File: src/design/lmwd_pkg.sv
package lmwd_pkg;

   localparam int PIX_W     = 8;
   localparam int COL_W     = 12;
   localparam int ROW_W     = 16;
   localparam int WIN_W     = 3;
   localparam int FW_W      = 13;
   localparam int CSR_W     = 16;
   localparam int CSR_IDX_W = 2;
   localparam int COL_LIMIT = 4096;

   localparam logic [CSR_IDX_W-1:0] CSR_WINDOW_SIZE  = 2'd0;
   localparam logic [CSR_IDX_W-1:0] CSR_FRAME_WIDTH  = 2'd1;
   localparam logic [CSR_IDX_W-1:0] CSR_FRAME_HEIGHT = 2'd2;

   localparam logic [WIN_W-1:0] WINDOW_RESET = 3'd5;
   localparam logic [FW_W-1:0]  WIDTH_RESET  = 13'd4096;
   localparam logic [ROW_W-1:0] HEIGHT_RESET = 16'd4096;

   localparam logic [PIX_W-1:0] MARK_SET   = 8'd255;
   localparam logic [PIX_W-1:0] MARK_CLEAR = 8'd0;

   typedef logic [PIX_W-1:0] pixel_type;

   typedef struct packed {
      logic load;
      logic clear;
   } cell_ctl_type;

endpackage

File: src/design/lmwd_cell.sv
module lmwd_cell import lmwd_pkg::*; #(
   parameter int DEPTH = 7
) (
   input  logic             clock,
   input  cell_ctl_type     ctl,
   input  pixel_type        shift_data [DEPTH],
   input  logic [WIN_W-1:0] lim,
   output pixel_type        col_out [DEPTH],
   output pixel_type        max_out
);

   pixel_type col_ff [DEPTH];
   pixel_type col_in [DEPTH];

   always_comb begin
      for (int a = 0; a < DEPTH; a++) begin
         col_in[a] = ctl.clear ? '0 : shift_data[a];
      end
   end

   always_ff @(posedge clock) begin
      if (ctl.load) begin
         col_ff <= col_in;
      end
   end

   // Maximum over the column, trimmed to the ages that fall inside the window.
   always_comb begin
      max_out = '0;
      for (int a = 0; a < DEPTH; a++) begin
         if (WIN_W'(a) <= lim && col_ff[a] > max_out) begin
            max_out = col_ff[a];
         end
      end
   end

   assign col_out = col_ff;

endmodule

File: config.mk
export PLATFORM = sky130hd
export DESIGN_NAME = lmwd_cell
export DESIGN_NICKNAME = d
export VERILOG_FILES = /design/src/design/lmwd_pkg.sv /design/src/design/lmwd_cell.sv
export SDC_FILE = /design/constraint.sdc
export NUM_CORES = 1
export LEC_CHECK = 0
export BUFFER_PORTS_ARGS = -buffer_cell sky130_fd_sc_hd__buf_2
export CORE_ASPECT_RATIO = 1.2
export CORE_MARGIN = 1
export CORE_UTILIZATION = 53
export DETAILED_ROUTE_END_ITERATION = 6
export GPL_TIMING_DRIVEN = 0
export PLACE_DENSITY = 0.81
export SYNTH_ARGS = -nofsm -noshare
export SYNTH_HDL_FRONTEND = slang
export SYNTH_SLANG_ARGS = --single-unit
File: constraint.sdc
create_clock -name clock -period 24.6 [get_ports clock]
set_input_delay 4.92 -clock clock [delete_from_list [all_inputs] [get_ports clock]]
set_output_delay 4.92 -clock clock [all_outputs]
set_load 0.05 [all_outputs]
# After elaboration in Yosys (flattened, before gate mapping)
# Cells that the tools add are included.
dict set report classes {
  n_lt_le_gt_ge 14
  mux 7
  reduce_logical 7
}
# operator count
set ops {}
lappend ops {{$mux W8} 7}
lappend ops {{$gt A8 B8 Y1} 6}
lappend ops {{$le A3 B3 Y1 const A} 3}
lappend ops {{$gt A8 B1 Y1 const B} 1}
lappend ops {{$logic_and A1 B1 Y1} 7}
lappend ops {{$le A1 B3 Y1 const A} 2}
lappend ops {{$le A2 B3 Y1 const A} 2}
dict set report totals {
  register_bits 56
  inputBits 62
  output_inout_bits 64
  elab_cells 35
}

# Depth between registers and ports, before layout
# Gate-level depths: netlist of run 1.
dict set report depth {
  ltp_word 21
  mapped_depth 65
  mapped_depth_nobuf 61
}

# Worst setup path after synthesis of run 1
# No wires, ideal clock.
dict set report synth_path {
  kind {input -> output}
  from {in lim[1]}
  to {out max_out[5]}
  arrival_time_ns 17.111
  required_ns 19.680
  setup_slack_ns 2.569
  cell_stages 57
  n_path_buf 4
  path_cell_list {o32ai_1 -> a31oi_1 -> nand2_1 -> mux2i_1 -> ha_1 -> a31oi_1 -> o21ai_0 -> or3_4 -> a211o_1 -> nand2_1 -> a31o_2 -> clkbuf_1 -> nor2_1 -> a21oi_1 -> inv_1 -> ha_1 -> and4_1 -> a211oi_1 -> (+21 left out) -> or3_1 -> buf_2 -> mux2i_1 -> ha_1 -> nor2b_1 -> o21a_1 -> o21ai_0 -> nand2b_1 -> a21oi_1 -> nor2b_1 -> o21ai_0 -> nand2b_1 -> a21o_1 -> o2111ai_1 -> clkbuf_1 -> nand2_1 -> or4_1 -> o211ai_1}
}
dict set report synth_between {
  elab_chain_len 21
  word_cells_on_any_way 27
  classes_between {order compare (13); mux (7); reduce/logical (7)}
}
# item line_no
set synth_lines {}
lappend synth_lines {{start: declaration} lmwd_cell.sv:7} ;# input logic [WIN_W-1:0] lim,
lappend synth_lines {{$le A1 B3 Y1} lmwd_cell.sv:31} ;# if (WIN_W'(a) <= lim && col_ff[a] > max_out) begin
lappend synth_lines {{$logic_and A1 B1 Y1} lmwd_cell.sv:31}
lappend synth_lines {{$mux W8} lmwd_cell.sv:31}
lappend synth_lines {{$gt A8 B8 Y1} lmwd_cell.sv:31}
lappend synth_lines {{$logic_and A1 B1 Y1} lmwd_cell.sv:31}
lappend synth_lines {{$mux W8} lmwd_cell.sv:31}
lappend synth_lines {{$gt A8 B8 Y1} lmwd_cell.sv:31}
lappend synth_lines {{$logic_and A1 B1 Y1} lmwd_cell.sv:31}
lappend synth_lines {{(+5 left out)} n/a}
lappend synth_lines {{$logic_and A1 B1 Y1} lmwd_cell.sv:31}
lappend synth_lines {{$mux W8} lmwd_cell.sv:31}
lappend synth_lines {{$gt A8 B8 Y1} lmwd_cell.sv:31}
lappend synth_lines {{$logic_and A1 B1 Y1} lmwd_cell.sv:31}
lappend synth_lines {{$mux W8} lmwd_cell.sv:31}
lappend synth_lines {{$gt A8 B8 Y1} lmwd_cell.sv:31}
lappend synth_lines {{$logic_and A1 B1 Y1} lmwd_cell.sv:31}
lappend synth_lines {{$mux W8 (*)} lmwd_cell.sv:31}
lappend synth_lines {{end: declaration} lmwd_cell.sv:9} ;# output pixel_type max_out
# Mark *: on every way between the ends. The rest lies on a longest branch, timed or not.

# Worst setup path after layout of run 1
dict set report layout_path {
  from {in lim[2]}
  to {out max_out[5]}
}
# The elaborated chain is that of the path after synthesis.

==> impl_results.html, run 1 <==
<table>
<tr><th>Metric</th><th>Value</th></tr>
<tr><th colspan="2">Clock network</th></tr>
<tr><td>Buffers from clock root to sink, at most</td><td>2</td></tr>
<tr><td>Clock transition at the registers of the reported paths</td><td>0.10 ns</td></tr>
<tr><td>CTS root buf</td><td>sky130_fd_sc_hd__clkbuf_8</td></tr>
<tr><td>CTS tree</td><td>done</td></tr>
<tr><td>Number of buffers added by the clock tree synthesis step</td><td>5</td></tr>
<tr><td>Sinks on Clock Net</td><td>56</td></tr>
<tr><td>Count of H-tree levels built during CTS</td><td>2</td></tr>
<tr><td>Hold-fix buffer count after cts</td><td>0</td></tr>
<tr><th colspan="2">Pwr</th></tr>
<tr><td>IR drop worst, VDD</td><td>0.0000705 V</td></tr>
<tr><td>Design Power</td><td>0.513 mW</td></tr>
<tr><td>Areal power density over the cells</td><td>96.1 mW/mm^2</td></tr>
<tr><td>Leak pwr</td><td>2.39 nW</td></tr>
<tr><th colspan="2">Status</th></tr>
<tr><td>Outcome</td><td>complete, no violations</td></tr>
<tr><th colspan="2">Route</th></tr>
<tr><td>DRT Pass-1 Iters</td><td>5</td></tr>
<tr><td>Via count normalized by instance count</td><td>5.71</td></tr>
<tr><td>Vias</td><td>4017</td></tr>
<tr><td>Total wirelength of the detailed-routed design</td><td>11700 um</td></tr>
<tr><td>Count of antenna-violating nets left after detailed routing</td><td>0</td></tr>
<tr><td>Routed length per placed instance</td><td>16.6 um</td></tr>
<tr><td>Number of remaining DRC errors</td><td>0</td></tr>
<tr><td>Starting DRT DRC Count</td><td>203</td></tr>
<tr><th colspan="2">Floorplan</th></tr>
<tr><td>Die outline height</td><td>103 um</td></tr>
<tr><td>DIE AREA</td><td>0.00882 sq mm</td></tr>
<tr><td>Core footprint</td><td>0.00815 sq mm</td></tr>
<tr><td>Die boundary width</td><td>85.9 um</td></tr>
<tr><td>Initial Util</td><td>54.9%</td></tr>
<tr><td>Row count</td><td>36</td></tr>
<tr><td>Num ports</td><td>126</td></tr>
<tr><th colspan="2">GRT</th></tr>
<tr><td>Remaining Overflow, GRT</td><td>0</td></tr>
<tr><td>Via count of the first global-routing pass</td><td>3935</td></tr>
<tr><td>Initial antenna violation count</td><td>0</td></tr>
<tr><td>Busiest layer in global routing</td><td>met2</td></tr>
<tr><td>First-pass GRT wire length</td><td>19000 um</td></tr>
<tr><td>Grt met2 use</td><td>49.3%</td></tr>
<tr><td>Gr usage total</td><td>27.8%</td></tr>
<tr><td>Global Route met1 Usage</td><td>35.0%</td></tr>
<tr><td>Fraction of met3 tracks used by global routing</td><td>3.60%</td></tr>
<tr><td>Pin count of the biggest net entering global routing</td><td>57</td></tr>
<tr><th colspan="2">Worst setup path</th></tr>
<tr><td>Required time of the critical path</td><td>19.68 ns</td></tr>
<tr><td>Worst Setup SP</td><td>lim[2]</td></tr>
<tr><td>Highest cell delay on the worst timing path</td><td>0.50 ns</td></tr>
<tr><td>CP max-delay cell</td><td>sky130_fd_sc_hd__or3b_2</td></tr>
<tr><td>Category of the worst setup path launch point</td><td>input pin</td></tr>
<tr><td>Type of the worst setup path</td><td>in2out</td></tr>
<tr><td>Most prevalent standard cell on the critical path</td><td>sky130_fd_sc_hd__ha_1</td></tr>
<tr><td>Arrival time at the worst endpoint</td><td>18.59 ns</td></tr>
<tr><td>Setup crit end kind</td><td>output pin</td></tr>
<tr><td>Largest driver fanout on the critical path</td><td>10</td></tr>
<tr><th colspan="2">Timing</th></tr>
<tr><td>Worst slew margin relative to its limit</td><td>16.3%</td></tr>
<tr><td>Highest achievable clock rate</td><td>42.5 MHz</td></tr>
<tr><td>Transition time at the pin with the least slew margin</td><td>1.26 ns</td></tr>
<tr><td>Post-route clock period utilization</td><td>95.6%</td></tr>
<tr><td>Final count of pins violating max slew</td><td>0</td></tr>
<tr><td>Shortest period the worst path allows</td><td>23.51 ns</td></tr>
<tr><td>RSZ-0062 raised after global routing</td><td>no</td></tr>
<tr><td>Final TNS setup</td><td>0 ns</td></tr>
<tr><td>Final count of hold timing violations</td><td>0</td></tr>
<tr><td>Setup violation total in the final timing report</td><td>0</td></tr>
<tr><th colspan="2">Placed design</th></tr>
<tr><td>PortBufs</td><td>124</td></tr>
<tr><td>DP HPWL</td><td>9380 um</td></tr>
<tr><td>Final RePlAce weighted congestion</td><td>0.918</td></tr>
<tr><td>Number of placed instances, taps included</td><td>696</td></tr>
<tr><th colspan="2">Synth</th></tr>
<tr><td>Synthesized area divided by synthesized cell count</td><td>9.77 sq um</td></tr>
<tr><td>Number of unique standard cell types used by synthesis</td><td>64</td></tr>
<tr><td>Top cell type by total area after synthesis</td><td>sky130_fd_sc_hd__edfxtp_1</td></tr>
<tr><td>Ranking of synthesized cells by area</td><td>sky130_fd_sc_hd__edfxtp_1 38%, sky130_fd_sc_hd__ha_1 11%, sky130_fd_sc_hd__nor2b_1 8.7%</td></tr>
<tr><td>Commonest register cell after synthesis</td><td>sky130_fd_sc_hd__edfxtp_1</td></tr>
<tr><td>Top-count cell post-synth</td><td>sky130_fd_sc_hd__nor2b_1</td></tr>
<tr><td>Net count after synthesis</td><td>561</td></tr>
<tr><td>Area share of the largest cell type after synthesis</td><td>37.6%</td></tr>
<tr><td>Post-synthesis sequential area ratio</td><td>37.6%</td></tr>
<tr><td>Number of synthesized register bits</td><td>56</td></tr>
<tr><td>Syn. warnings</td><td>0</td></tr>
<tr><td>Async S/R FF share, synth</td><td>0%</td></tr>
<tr><td>Post-Syn Area</td><td>0.00447 sq mm</td></tr>
<tr><td>Synth cell count leaders</td><td>62 x sky130_fd_sc_hd__nor2b_1, 56 x sky130_fd_sc_hd__edfxtp_1, 41 x sky130_fd_sc_hd__ha_1, 41 x sky130_fd_sc_hd__nand2_1, 36 x sky130_fd_sc_hd__inv_1</td></tr>
<tr><td>Post-Synthesis Cells</td><td>458</td></tr>
<tr><td>Number of synthesized flops with an enable pin</td><td>56</td></tr>
<tr><th colspan="2">Finish</th></tr>
<tr><td>Layout Nets</td><td>692</td></tr>
<tr><td>Share of cells above drive strength 1</td><td>28.1%</td></tr>
<tr><td>Synth-to-layout area growth</td><td>19.4%</td></tr>
<tr><td>Diode insertion count for antenna repair</td><td>0</td></tr>
<tr><td>Fill cell instance count of the final layout</td><td>712</td></tr>
<tr><td>Number of flip-flops under the largest register name</td><td>56</td></tr>
<tr><td>Non-filler cells in the finished layout</td><td>704</td></tr>
<tr><th colspan="2">Hold path</th></tr>
<tr><td>Number of instances on the worst hold path</td><td>2</td></tr>
<tr><td>Hold path startpoint</td><td>shift_data[28]</td></tr>
<tr><td>Path category of the worst min-delay check</td><td>in2reg</td></tr>
<tr><th colspan="2">Run</th></tr>
<tr><td>Max-cap violations</td><td>0</td></tr>
</table>
## logic make-up (layout without fill, tap and decap cells)
family,count (synthesis),after routing,synth area share (%)
simple gates,179,179,22.2
fa+ha+maj,44,44,12.1
compound gates,91,91,15.2
mux,26,26,6.43
buf+inv,53,185,4.70
flops,56,56,37.6
xor+xnor,9,9,1.76
## metrics by stage
stage          hold slack, ns  area [sq um]  setup WS [ns]  util (%)
6_report                 4.89          5340           1.09      65.5
4_1_cts                  4.88          5320          0.879      65.3
3_3_place_gp             5.21          5240           1.26      64.2
3_5_place_dp             5.21          5240          0.911      64.2
2_1_floorplan            5.03          4470           2.57         -
5_1_grt                  4.88          5340          0.107      65.5
## path summary, 6_finish.rpt
kind	endpoint	slack [ns]
worst max-delay path	max_out[5]	1.09
worst min-delay path	col_out[28]$_SDFFCE_PP0P_	4.89
## area by class of cell
type / count / area (sq um) / area share, %
clock buffers: 6 / 72.6 / 1.36
clock inverters: 2 / 13.8 / 0.258
flip-flops and latches: 56 / 1680 / 31.5
multi-input cells: 349 / 2600 / 48.7
repair buffers: 124 / 621 / 11.6
plain buffers: 17 / 76.3 / 1.43
inverters: 36 / 135 / 2.53
well taps: 114 / 143 / 2.67
## repair_timing
action | CTS | global route
gates resized for setup | 0 | 5
buffers inserted | 0 | 0
endpoints found under the setup margin | 0 | 5
hold endpoints to repair | 0 | 0
## layer usage
layer  up-vias  share of wire (%)
li1       1946                  -
met1      1908                 43
met2       134                 50
met3        29                4.6
met4         0                2.4
met5         -                  0
## report_power, final
part           total [mW]  leakage [nW]  internal (mW)  switching, mW
registers           0.122         0.540          0.114        0.00813
logic               0.340          1.81          0.123          0.217
clock network      0.0513        0.0456         0.0204         0.0309
## layout by cell type (no fill, tap or decap), types with 3 or more instances in the layout
| cell type | n |
|---|---|
| sky130_fd_sc_hd__or4_1 | 8 |
| sky130_fd_sc_hd__maj3_1 | 3 |
| sky130_fd_sc_hd__ha_1 | 41 |
| sky130_fd_sc_hd__or3_1 | 5 |
| sky130_fd_sc_hd__o2111ai_1 | 3 |
| sky130_fd_sc_hd__nor3_1 | 9 |
| sky130_fd_sc_hd__inv_1 | 36 |
| sky130_fd_sc_hd__o21ai_0 | 13 |
| sky130_fd_sc_hd__a31oi_1 | 6 |
| sky130_fd_sc_hd__mux2_2 | 12 |
| sky130_fd_sc_hd__xnor2_1 | 8 |
| sky130_fd_sc_hd__o211ai_1 | 9 |
| sky130_fd_sc_hd__mux2i_1 | 13 |
| sky130_fd_sc_hd__nor2b_1 | 62 |
| sky130_fd_sc_hd__buf_2 | 127 |
| sky130_fd_sc_hd__o21a_1 | 4 |
| sky130_fd_sc_hd__nand2_1 | 40 |
| sky130_fd_sc_hd__nand2b_1 | 5 |
| sky130_fd_sc_hd__nor2_1 | 19 |
| sky130_fd_sc_hd__nand3_1 | 6 |
| sky130_fd_sc_hd__a21o_1 | 7 |
| sky130_fd_sc_hd__nand4_1 | 6 |
| sky130_fd_sc_hd__and2_1 | 5 |
| sky130_fd_sc_hd__clkbuf_1 | 12 |
| sky130_fd_sc_hd__clkbuf_8 | 5 |
| sky130_fd_sc_hd__edfxtp_1 | 56 |
| sky130_fd_sc_hd__a211oi_1 | 3 |
| sky130_fd_sc_hd__a21oi_1 | 18 |
| sky130_fd_sc_hd__or3_4 | 3 |
## worst max-delay path: cells and delay by family
kind / cells / cell delay, ns
adder cells (fa/ha/maj): 5 / 1.43
AO/OA/AOI/OAI: 24 / 4.42
AND/OR/NAND/NOR: 21 / 5.33
buffers and inverters: 7 / 1.56
multiplexers: 3 / 0.94
(Power assumes the default switching activity.)
==> run 2: changes to the inputs <==
clock period = 22.3 ns   (was 24.6 ns; I/O delays follow)
==> impl_results.html, run 2 (synthesis results as in run 1) <==
<table>
<tr><th>Metric</th><th>Value</th></tr>
<tr><th colspan="2">Timing</th></tr>
<tr><td>RSZ-0062 raised after global routing</td><td>no</td></tr>
<tr><td>Post-route clock period utilization</td><td>96.3%</td></tr>
<tr><td>Highest achievable clock rate</td><td>46.5 MHz</td></tr>
<tr><td>Final count of pins violating max slew</td><td>0 (unchanged)</td></tr>
<tr><td>Post-route worst hold slack</td><td>4.43 ns (-0.460 ns)</td></tr>
<tr><td>Worst slew margin relative to its limit</td><td>17.0% (+0.73 points)</td></tr>
<tr><td>Setup violation total in the final timing report</td><td>0 (unchanged)</td></tr>
<tr><td>Transition time at the pin with the least slew margin</td><td>1.24 ns (-0.0109 ns)</td></tr>
<tr><td>Shortest period the worst path allows</td><td>21.48 ns</td></tr>
<tr><td>Smallest setup slack after layout</td><td>0.817 ns (-0.275 ns)</td></tr>
<tr><td>Final count of hold timing violations</td><td>0 (unchanged)</td></tr>
<tr><th colspan="2">Finish</th></tr>
<tr><td>Number of flip-flops under the largest register name</td><td>56 (unchanged)</td></tr>
<tr><td>Share of cells above drive strength 1</td><td>29.9% (+1.7 points)</td></tr>
<tr><td>Post-route standard cell area excluding fillers</td><td>0.00546 sq mm (+2.2%)</td></tr>
<tr><td>Most frequent cells in the layout</td><td>125 x sky130_fd_sc_hd__buf_2, 62 x sky130_fd_sc_hd__nor2b_1, 56 x sky130_fd_sc_hd__edfxtp_1, 40 x sky130_fd_sc_hd__ha_1, 39 x sky130_fd_sc_hd__nand2_1</td></tr>
<tr><td>Sequential cell area</td><td>0.00168 sq mm (unchanged)</td></tr>
<tr><td>Most common cell after layout, fill and taps aside</td><td>sky130_fd_sc_hd__buf_2</td></tr>
<tr><td>Multi-input combinational cell area</td><td>0.00265 sq mm (+1.9%)</td></tr>
<tr><td>Synth-to-layout area growth</td><td>22.0%</td></tr>
<tr><td>Layout Nets</td><td>698 (+0.87%)</td></tr>
<tr><td>Diode insertion count for antenna repair</td><td>0 (unchanged)</td></tr>
<tr><td>Fill cell instance count of the final layout</td><td>685 (-3.8%)</td></tr>
<tr><th colspan="2">Pwr</th></tr>
<tr><td>Share of total power consumed by net switching</td><td>49.5% (-0.39 points)</td></tr>
<tr><td>Clock share of power</td><td>9.8% (-0.2 points)</td></tr>
<tr><td>Internal power</td><td>0.294 mW (+14%)</td></tr>
<tr><td>Leak pwr</td><td>2.43 nW (+1.7%)</td></tr>
<tr><td>IR drop worst, VDD</td><td>0.0000791 V (+12%)</td></tr>
<tr><td>Reported net switching power</td><td>0.287 mW (+12%)</td></tr>
<tr><td>Design Power</td><td>0.581 mW (+13%)</td></tr>
<tr><td>Sequential fraction of design power</td><td>23.2% (-0.6 points)</td></tr>
<tr><td>Areal power density over the cells</td><td>106 mW/mm^2 (+11%)</td></tr>
<tr><td>Combinational group share of total power</td><td>67.0% (+0.8 points)</td></tr>
<tr><th colspan="2">Route</th></tr>
<tr><td>Count of antenna-violating nets left after detailed routing</td><td>0 (unchanged)</td></tr>
<tr><td>Vias</td><td>4091 (+1.8%)</td></tr>
<tr><td>Starting DRT DRC Count</td><td>176 (-13%)</td></tr>
<tr><td>Length of routed wiring on met1</td><td>4910 um (-1.3%)</td></tr>
<tr><td>Routed length per placed instance</td><td>16.7 um (+0.36%)</td></tr>
<tr><td>Total wirelength of the detailed-routed design</td><td>11800 um (+1.2%)</td></tr>
<tr><td>DRT Pass-1 Iters</td><td>4 (-1)</td></tr>
<tr><td>Uppermost signal routing layer after detailed routing</td><td>met4</td></tr>
<tr><td>Via count normalized by instance count</td><td>5.76 (+0.98%)</td></tr>
<tr><td>Routed wl met2</td><td>5970 um (+1.4%)</td></tr>
<tr><td>Number of remaining DRC errors</td><td>0 (unchanged)</td></tr>
<tr><td>Detailed-routed wire length on met3</td><td>652 um (+22%)</td></tr>
<tr><th colspan="2">Placed design</th></tr>
<tr><td>Dpl cell area</td><td>0.00524 sq mm (unchanged)</td></tr>
<tr><td>Worst-case setup slack after placement</td><td>-0.469 ns (-1.38 ns)</td></tr>
<tr><td>DP HPWL</td><td>9380 um (unchanged)</td></tr>
<tr><td>PortBufs</td><td>124 (unchanged)</td></tr>
<tr><td>Final RePlAce weighted congestion</td><td>0.918 (unchanged)</td></tr>
<tr><th colspan="2">Clock network</th></tr>
<tr><td>Count of H-tree levels built during CTS</td><td>2 (unchanged)</td></tr>
<tr><td>Buffers from clock root to sink, at most</td><td>2 (unchanged)</td></tr>
<tr><td>Sinks on Clock Net</td><td>56 (unchanged)</td></tr>
<tr><td>CTS tree</td><td>done</td></tr>
<tr><td>Number of buffers added by the clock tree synthesis step</td><td>5 (unchanged)</td></tr>
<tr><td>Clock transition at the registers of the reported paths</td><td>0.10 ns (about the same)</td></tr>
<tr><td>CTS root buf</td><td>sky130_fd_sc_hd__clkbuf_8</td></tr>
<tr><th colspan="2">Floorplan</th></tr>
<tr><td>Die boundary width</td><td>85.9 um (unchanged)</td></tr>
<tr><td>Row count</td><td>36 (unchanged)</td></tr>
<tr><td>Core footprint</td><td>0.00815 sq mm (unchanged)</td></tr>
<tr><td>Num ports</td><td>126 (unchanged)</td></tr>
<tr><td>Die outline height</td><td>103 um (unchanged)</td></tr>
<tr><td>DIE AREA</td><td>0.00882 sq mm (unchanged)</td></tr>
<tr><td>Initial Util</td><td>54.9% (unchanged)</td></tr>
<tr><th colspan="2">Hold path</th></tr>
<tr><td>Hold path startpoint</td><td>shift_data[15]</td></tr>
<tr><td>Number of instances on the worst hold path</td><td>2 (unchanged)</td></tr>
<tr><td>Path category of the worst min-delay check</td><td>in2reg</td></tr>
<tr><td>Endpoint, Worst Hold</td><td>col_out[15]$_SDFFCE_PP0P_</td></tr>
<tr><th colspan="2">Worst setup path</th></tr>
<tr><td>Setup crit end kind</td><td>output pin</td></tr>
<tr><td>Largest driver fanout on the critical path</td><td>11 (+1)</td></tr>
<tr><td>Type of the worst setup path</td><td>in2out</td></tr>
<tr><td>CP max-delay cell</td><td>sky130_fd_sc_hd__or3b_2</td></tr>
<tr><td>Worst path buffer plus inverter count</td><td>6 (-1)</td></tr>
<tr><td>Cell class contributing the biggest share of worst-path delay</td><td>simple AND/OR/NAND/NOR gates</td></tr>
<tr><td>Required time of the critical path</td><td>17.84 ns (-1.84 ns)</td></tr>
<tr><td>Arrival time at the worst endpoint</td><td>17.02 ns (-1.57 ns)</td></tr>
<tr><td>Category of the worst setup path launch point</td><td>input pin</td></tr>
<tr><td>Highest cell delay on the worst timing path</td><td>0.50 ns (about the same)</td></tr>
<tr><th colspan="2">GRT</th></tr>
<tr><td>Pin count of the biggest net entering global routing</td><td>57 (unchanged)</td></tr>
<tr><td>Via count of the first global-routing pass</td><td>3944 (+0.23%)</td></tr>
<tr><td>Gr usage total</td><td>28.0% (+0.11 points)</td></tr>
<tr><td>Initial antenna violation count</td><td>0 (unchanged)</td></tr>
<tr><td>Remaining Overflow, GRT</td><td>0 (unchanged)</td></tr>
<tr><td>First-pass GRT wire length</td><td>19000 um (+0.26%)</td></tr>
<tr><th colspan="2">Status</th></tr>
<tr><td>Outcome</td><td>complete, no violations</td></tr>
<tr><th colspan="2">Run</th></tr>
<tr><td>Max-cap violations</td><td>0 (unchanged)</td></tr>
</table>
==> run 2: per-layer routing <==
metal | up-vias | GRT usage (%)
met3 | 29 | 3.68
met4 | 0 | 10.1
met1 | 1945 | 35.1
met2 | 161 | 49.5
met5 | - | 0
li1 | 1956 | -
==> run 2: worst max-delay path by stage <==
stage,from,endpoint,slack [ns],cells after the start
2_1_floorplan,lim[1],max_out[5],1.19,57
5_1_grt,lim[1],max_out[6],0.01,58
3_5_place_dp,lim[2],max_out[5],-0.47,60
4_1_cts,lim[1],max_out[5],0.004,59
6_report,lim[1],max_out[5],0.82,58
3_3_place_gp,lim[2],max_out[5],-0.12,60
==> run 2: power groups by stage <==
stage / combinational [mW] / sequential, mW / clock [mW]
2_1_floorplan: 0.261 / 0.163 / 0
3_3_place_gp: 0.359 / 0.137 / 0
3_5_place_dp: 0.368 / 0.137 / 0
4_1_cts: 0.376 / 0.134 / 0.0578
5_1_grt: 0.427 / 0.136 / 0.0610
6_report: 0.389 / 0.135 / 0.0569
==> run 2: final cells by class <==
cell class,instances,area share (%)
Buffer,16,1.37
Clock buffer,6,1.33
Clock inverter,2,0.252
Inverter,36,2.47
Multi-Input combinational cell,349,48.5
Sequential cell,56,30.8
Tap cell,114,2.61
Timing Repair Buffer,131,12.6
==> run 2: stage by stage <==
stage	utilization [%]	instances	setup TNS (ns)
after floorplan	-	458	0
after global placement	64.2	696	-0.241
after detailed placement	64.2	696	-1.61
after CTS	65.7	704	0
after global routing	67.0	710	0
final	67.0	710	0
==> run 2: what timing repair did <==
action | 4_1_cts | 5_1_grt
resized for setup | 6 | 13
setup buffers | 0 | 7
pin swaps | 0 | 1
setup endpoints to repair | 8 | 8
hold buffers | 0 | 0
==> run 3: changes to the inputs <==
==> constraint.sdc (replaced) <==
create_clock -name clock -period 22.3 [get_ports clock]
set_input_delay 3.345 -clock clock [delete_from_list [all_inputs] [get_ports clock]]
set_output_delay 3.345 -clock clock [all_outputs]
set_load 0.05 [all_outputs]
==> impl_results.html, run 3 (synthesis results as in run 1) <==
<table>
<tr><th>Metric</th><th>Value</th></tr>
<tr><th colspan="2">Status</th></tr>
<tr><td>Outcome</td><td>complete, no violations</td></tr>
<tr><th colspan="2">Timing</th></tr>
<tr><td>Worst slew margin relative to its limit</td><td>17.4% (+0.36 points)</td></tr>
<tr><td>Final TNS setup</td><td>0 ns (unchanged)</td></tr>
<tr><td>Setup violation total in the final timing report</td><td>0 (unchanged)</td></tr>
<tr><td>Shortest period the worst path allows</td><td>20.74 ns (-0.748 ns)</td></tr>
<tr><td>Post-route clock period utilization</td><td>93.0% (-3.4 points)</td></tr>
<tr><td>Final count of hold timing violations</td><td>0 (unchanged)</td></tr>
<tr><td>RSZ-0062 raised after global routing</td><td>no</td></tr>
<tr><td>Final count of pins violating max slew</td><td>0 (unchanged)</td></tr>
<tr><td>Highest achievable clock rate</td><td>48.2 MHz (+3.6%)</td></tr>
<tr><td>Transition time at the pin with the least slew margin</td><td>1.24 ns (-0.00533 ns)</td></tr>
<tr><td>Smallest setup slack after layout</td><td>1.56 ns (+0.748 ns)</td></tr>
<tr><td>Post-route worst hold slack</td><td>3.32 ns (-1.11 ns)</td></tr>
<tr><th colspan="2">Finish</th></tr>
<tr><td>Synth-to-layout area growth</td><td>19.0%</td></tr>
<tr><td>Post-route standard cell area excluding fillers</td><td>0.00532 sq mm (-2.5%)</td></tr>
<tr><td>Layout Nets</td><td>692 (-0.86%)</td></tr>
<tr><td>Share of cells above drive strength 1</td><td>27.5% (-2.4 points)</td></tr>
<tr><td>Most common cell after layout, fill and taps aside</td><td>sky130_fd_sc_hd__buf_2</td></tr>
<tr><td>Multi-input combinational cell area</td><td>0.00258 sq mm (-2.5%)</td></tr>
<tr><td>Sequential cell area</td><td>0.00168 sq mm (unchanged)</td></tr>
<tr><td>Number of flip-flops under the largest register name</td><td>56 (unchanged)</td></tr>
<tr><td>Fill cell instance count of the final layout</td><td>712 (+3.9%)</td></tr>
<tr><td>Diode insertion count for antenna repair</td><td>0 (unchanged)</td></tr>
<tr><td>Most frequent cells in the layout</td><td>127 x sky130_fd_sc_hd__buf_2, 62 x sky130_fd_sc_hd__nor2b_1, 56 x sky130_fd_sc_hd__edfxtp_1, 41 x sky130_fd_sc_hd__nand2_1, 41 x sky130_fd_sc_hd__ha_1</td></tr>
<tr><th colspan="2">Clock network</th></tr>
<tr><td>Clock transition at the registers of the reported paths</td><td>0.10 ns (about the same)</td></tr>
<tr><td>CTS resizes</td><td>0 (-6)</td></tr>
<tr><td>Sinks on Clock Net</td><td>56 (unchanged)</td></tr>
<tr><td>Hold-fix buffer count after cts</td><td>0 (unchanged)</td></tr>
<tr><td>CTS tree</td><td>done</td></tr>
<tr><td>Buffers from clock root to sink, at most</td><td>2 (unchanged)</td></tr>
<tr><td>Number of buffers added by the clock tree synthesis step</td><td>5 (unchanged)</td></tr>
<tr><td>CTS root buf</td><td>sky130_fd_sc_hd__clkbuf_8</td></tr>
<tr><td># Post-CTS Setup Buffers</td><td>0 (unchanged)</td></tr>
<tr><td>Count of H-tree levels built during CTS</td><td>2 (unchanged)</td></tr>
<tr><th colspan="2">Hold path</th></tr>
<tr><td>Number of instances on the worst hold path</td><td>2 (unchanged)</td></tr>
<tr><td>Path category of the worst min-delay check</td><td>in2reg</td></tr>
<tr><th colspan="2">Worst setup path</th></tr>
<tr><td>Required time of the critical path</td><td>18.95 ns (+1.11 ns)</td></tr>
<tr><td>Category of the worst setup path launch point</td><td>input pin</td></tr>
<tr><td>Highest cell delay on the worst timing path</td><td>0.57 ns (+0.07 ns)</td></tr>
<tr><td>Type of the worst setup path</td><td>in2out</td></tr>
<tr><td>CP max-delay cell</td><td>sky130_fd_sc_hd__a41oi_1</td></tr>
<tr><td>Arrival time at the worst endpoint</td><td>17.39 ns (+0.37 ns)</td></tr>
<tr><td>Setup crit end kind</td><td>output pin</td></tr>
<tr><td>Largest driver fanout on the critical path</td><td>10 (-1)</td></tr>
<tr><td>Most prevalent standard cell on the critical path</td><td>sky130_fd_sc_hd__ha_1</td></tr>
<tr><th colspan="2">Route</th></tr>
<tr><td>Routed length per placed instance</td><td>16.6 um (-0.11%)</td></tr>
<tr><td>Count of antenna-violating nets left after detailed routing</td><td>0 (unchanged)</td></tr>
<tr><td>Number of remaining DRC errors</td><td>0 (unchanged)</td></tr>
<tr><td>Via count normalized by instance count</td><td>5.76 (about the same)</td></tr>
<tr><td>Vias</td><td>4057 (-0.83%)</td></tr>
<tr><td>DRT Pass-1 Iters</td><td>4 (unchanged)</td></tr>
<tr><td>Starting DRT DRC Count</td><td>174 (-1.1%)</td></tr>
<tr><td>Total wirelength of the detailed-routed design</td><td>11700 um (-0.96%)</td></tr>
<tr><th colspan="2">GRT</th></tr>
<tr><td>Grt met2 use</td><td>49.3% (-0.18 points)</td></tr>
<tr><td>First-pass GRT wire length</td><td>19000 um (-0.26%)</td></tr>
<tr><td>Via count of the first global-routing pass</td><td>3935 (-0.23%)</td></tr>
<tr><td>Busiest layer in global routing</td><td>met2</td></tr>
<tr><td>Remaining Overflow, GRT</td><td>0 (unchanged)</td></tr>
<tr><td>Global Route met1 Usage</td><td>35.0% (-0.087 points)</td></tr>
<tr><td>Pin count of the biggest net entering global routing</td><td>57 (unchanged)</td></tr>
<tr><td>Fraction of met3 tracks used by global routing</td><td>3.60% (-0.080 points)</td></tr>
<tr><td>Initial antenna violation count</td><td>0 (unchanged)</td></tr>
<tr><td>Gr usage total</td><td>27.8% (-0.11 points)</td></tr>
<tr><th colspan="2">Floorplan</th></tr>
<tr><td>Num ports</td><td>126 (unchanged)</td></tr>
<tr><td>Die outline height</td><td>103 um (unchanged)</td></tr>
<tr><td>Row count</td><td>36 (unchanged)</td></tr>
<tr><td>Initial Util</td><td>54.9% (unchanged)</td></tr>
<tr><td>DIE AREA</td><td>0.00882 sq mm (unchanged)</td></tr>
<tr><td>Die boundary width</td><td>85.9 um (unchanged)</td></tr>
<tr><td>Core footprint</td><td>0.00815 sq mm (unchanged)</td></tr>
<tr><th colspan="2">Placed design</th></tr>
<tr><td>DP HPWL</td><td>9380 um (unchanged)</td></tr>
<tr><td>PortBufs</td><td>124 (unchanged)</td></tr>
<tr><td>Worst-case setup slack after placement</td><td>1.76 ns (+2.23 ns)</td></tr>
<tr><td>Dpl cell area</td><td>0.00524 sq mm (unchanged)</td></tr>
<tr><td>Final RePlAce weighted congestion</td><td>0.918 (unchanged)</td></tr>
<tr><th colspan="2">Pwr</th></tr>
<tr><td>IR drop worst, VDD</td><td>0.0000778 V (-1.6%)</td></tr>
<tr><td>Sequential fraction of design power</td><td>23.9% (+0.7 points)</td></tr>
<tr><td>Leak pwr</td><td>2.39 nW (-1.8%)</td></tr>
<tr><td>Share of total power consumed by net switching</td><td>49.8% (+0.34 points)</td></tr>
<tr><td>Internal power</td><td>0.283 mW (-3.6%)</td></tr>
<tr><td>Clock share of power</td><td>10.0% (+0.2 points)</td></tr>
<tr><td>Areal power density over the cells</td><td>106 mW/mm^2 (-0.45%)</td></tr>
<tr><td>Combinational group share of total power</td><td>66.2% (-0.8 points)</td></tr>
<tr><td>Reported net switching power</td><td>0.281 mW (-2.3%)</td></tr>
<tr><th colspan="2">Run</th></tr>
<tr><td>Max-cap violations</td><td>0 (unchanged)</td></tr>
</table>
run 3: power groups by stage:
stage	clock (mW)	sequential, mW	combinational [mW]
6_report	0.0562	0.135	0.373
4_1_cts	0.0578	0.134	0.371
3_3_place_gp	0	0.137	0.359
2_1_floorplan	0	0.163	0.261
5_1_grt	0.0610	0.136	0.410
3_5_place_dp	0	0.137	0.368
run 3: per-stage QoR:
| stage | util, % | total power, mW | std cells |
|---|---|---|---|
| 6_report | 65.3 | 0.564 | 704 |
| 5_1_grt | 65.3 | 0.607 | 704 |
| 4_1_cts | 65.3 | 0.563 | 704 |
| 3_5_place_dp | 64.2 | 0.505 | 696 |
| 3_3_place_gp | 64.2 | 0.496 | 696 |
| 2_1_floorplan | - | 0.424 | 458 |
run 3: worst paths after layout:
path / from / slack (ns) / endpoint
setup / recovery: lim[1] / 1.56 / max_out[5]
hold / removal: shift_data[15] / 3.32 / col_out[15]$_SDFFCE_PP0P_
run 3: critical path, delay by kind of cell:
kind                     cells  cell delay, ns
AND/OR/NAND/NOR             19            4.21
adder cells (fa/ha/maj)      5            1.41
multiplexers                 3            0.98
buffers and inverters        7            1.70
AO/OA/AOI/OAI               26            5.73
run 3: layout make-up:
| type | count | share of cell area [%] |
|---|---|---|
| Buffer | 17 | 1.41 |
| Clock buffer | 6 | 1.36 |
| Clock inverter | 2 | 0.259 |
| Inverter | 36 | 2.54 |
| Multi-Input combinational cell | 349 | 48.5 |
| Sequential cell | 56 | 31.6 |
| Tap cell | 114 | 2.68 |
| Timing Repair Buffer | 124 | 11.7 |
run 3: layer usage:
metal | vias to the layer above | routed length [um]
met5 | - | 0
met4 | 0 | 231
met3 | 25 | 578
met2 | 154 | 5980
met1 | 1931 | 4930
li1 | 1947 | -
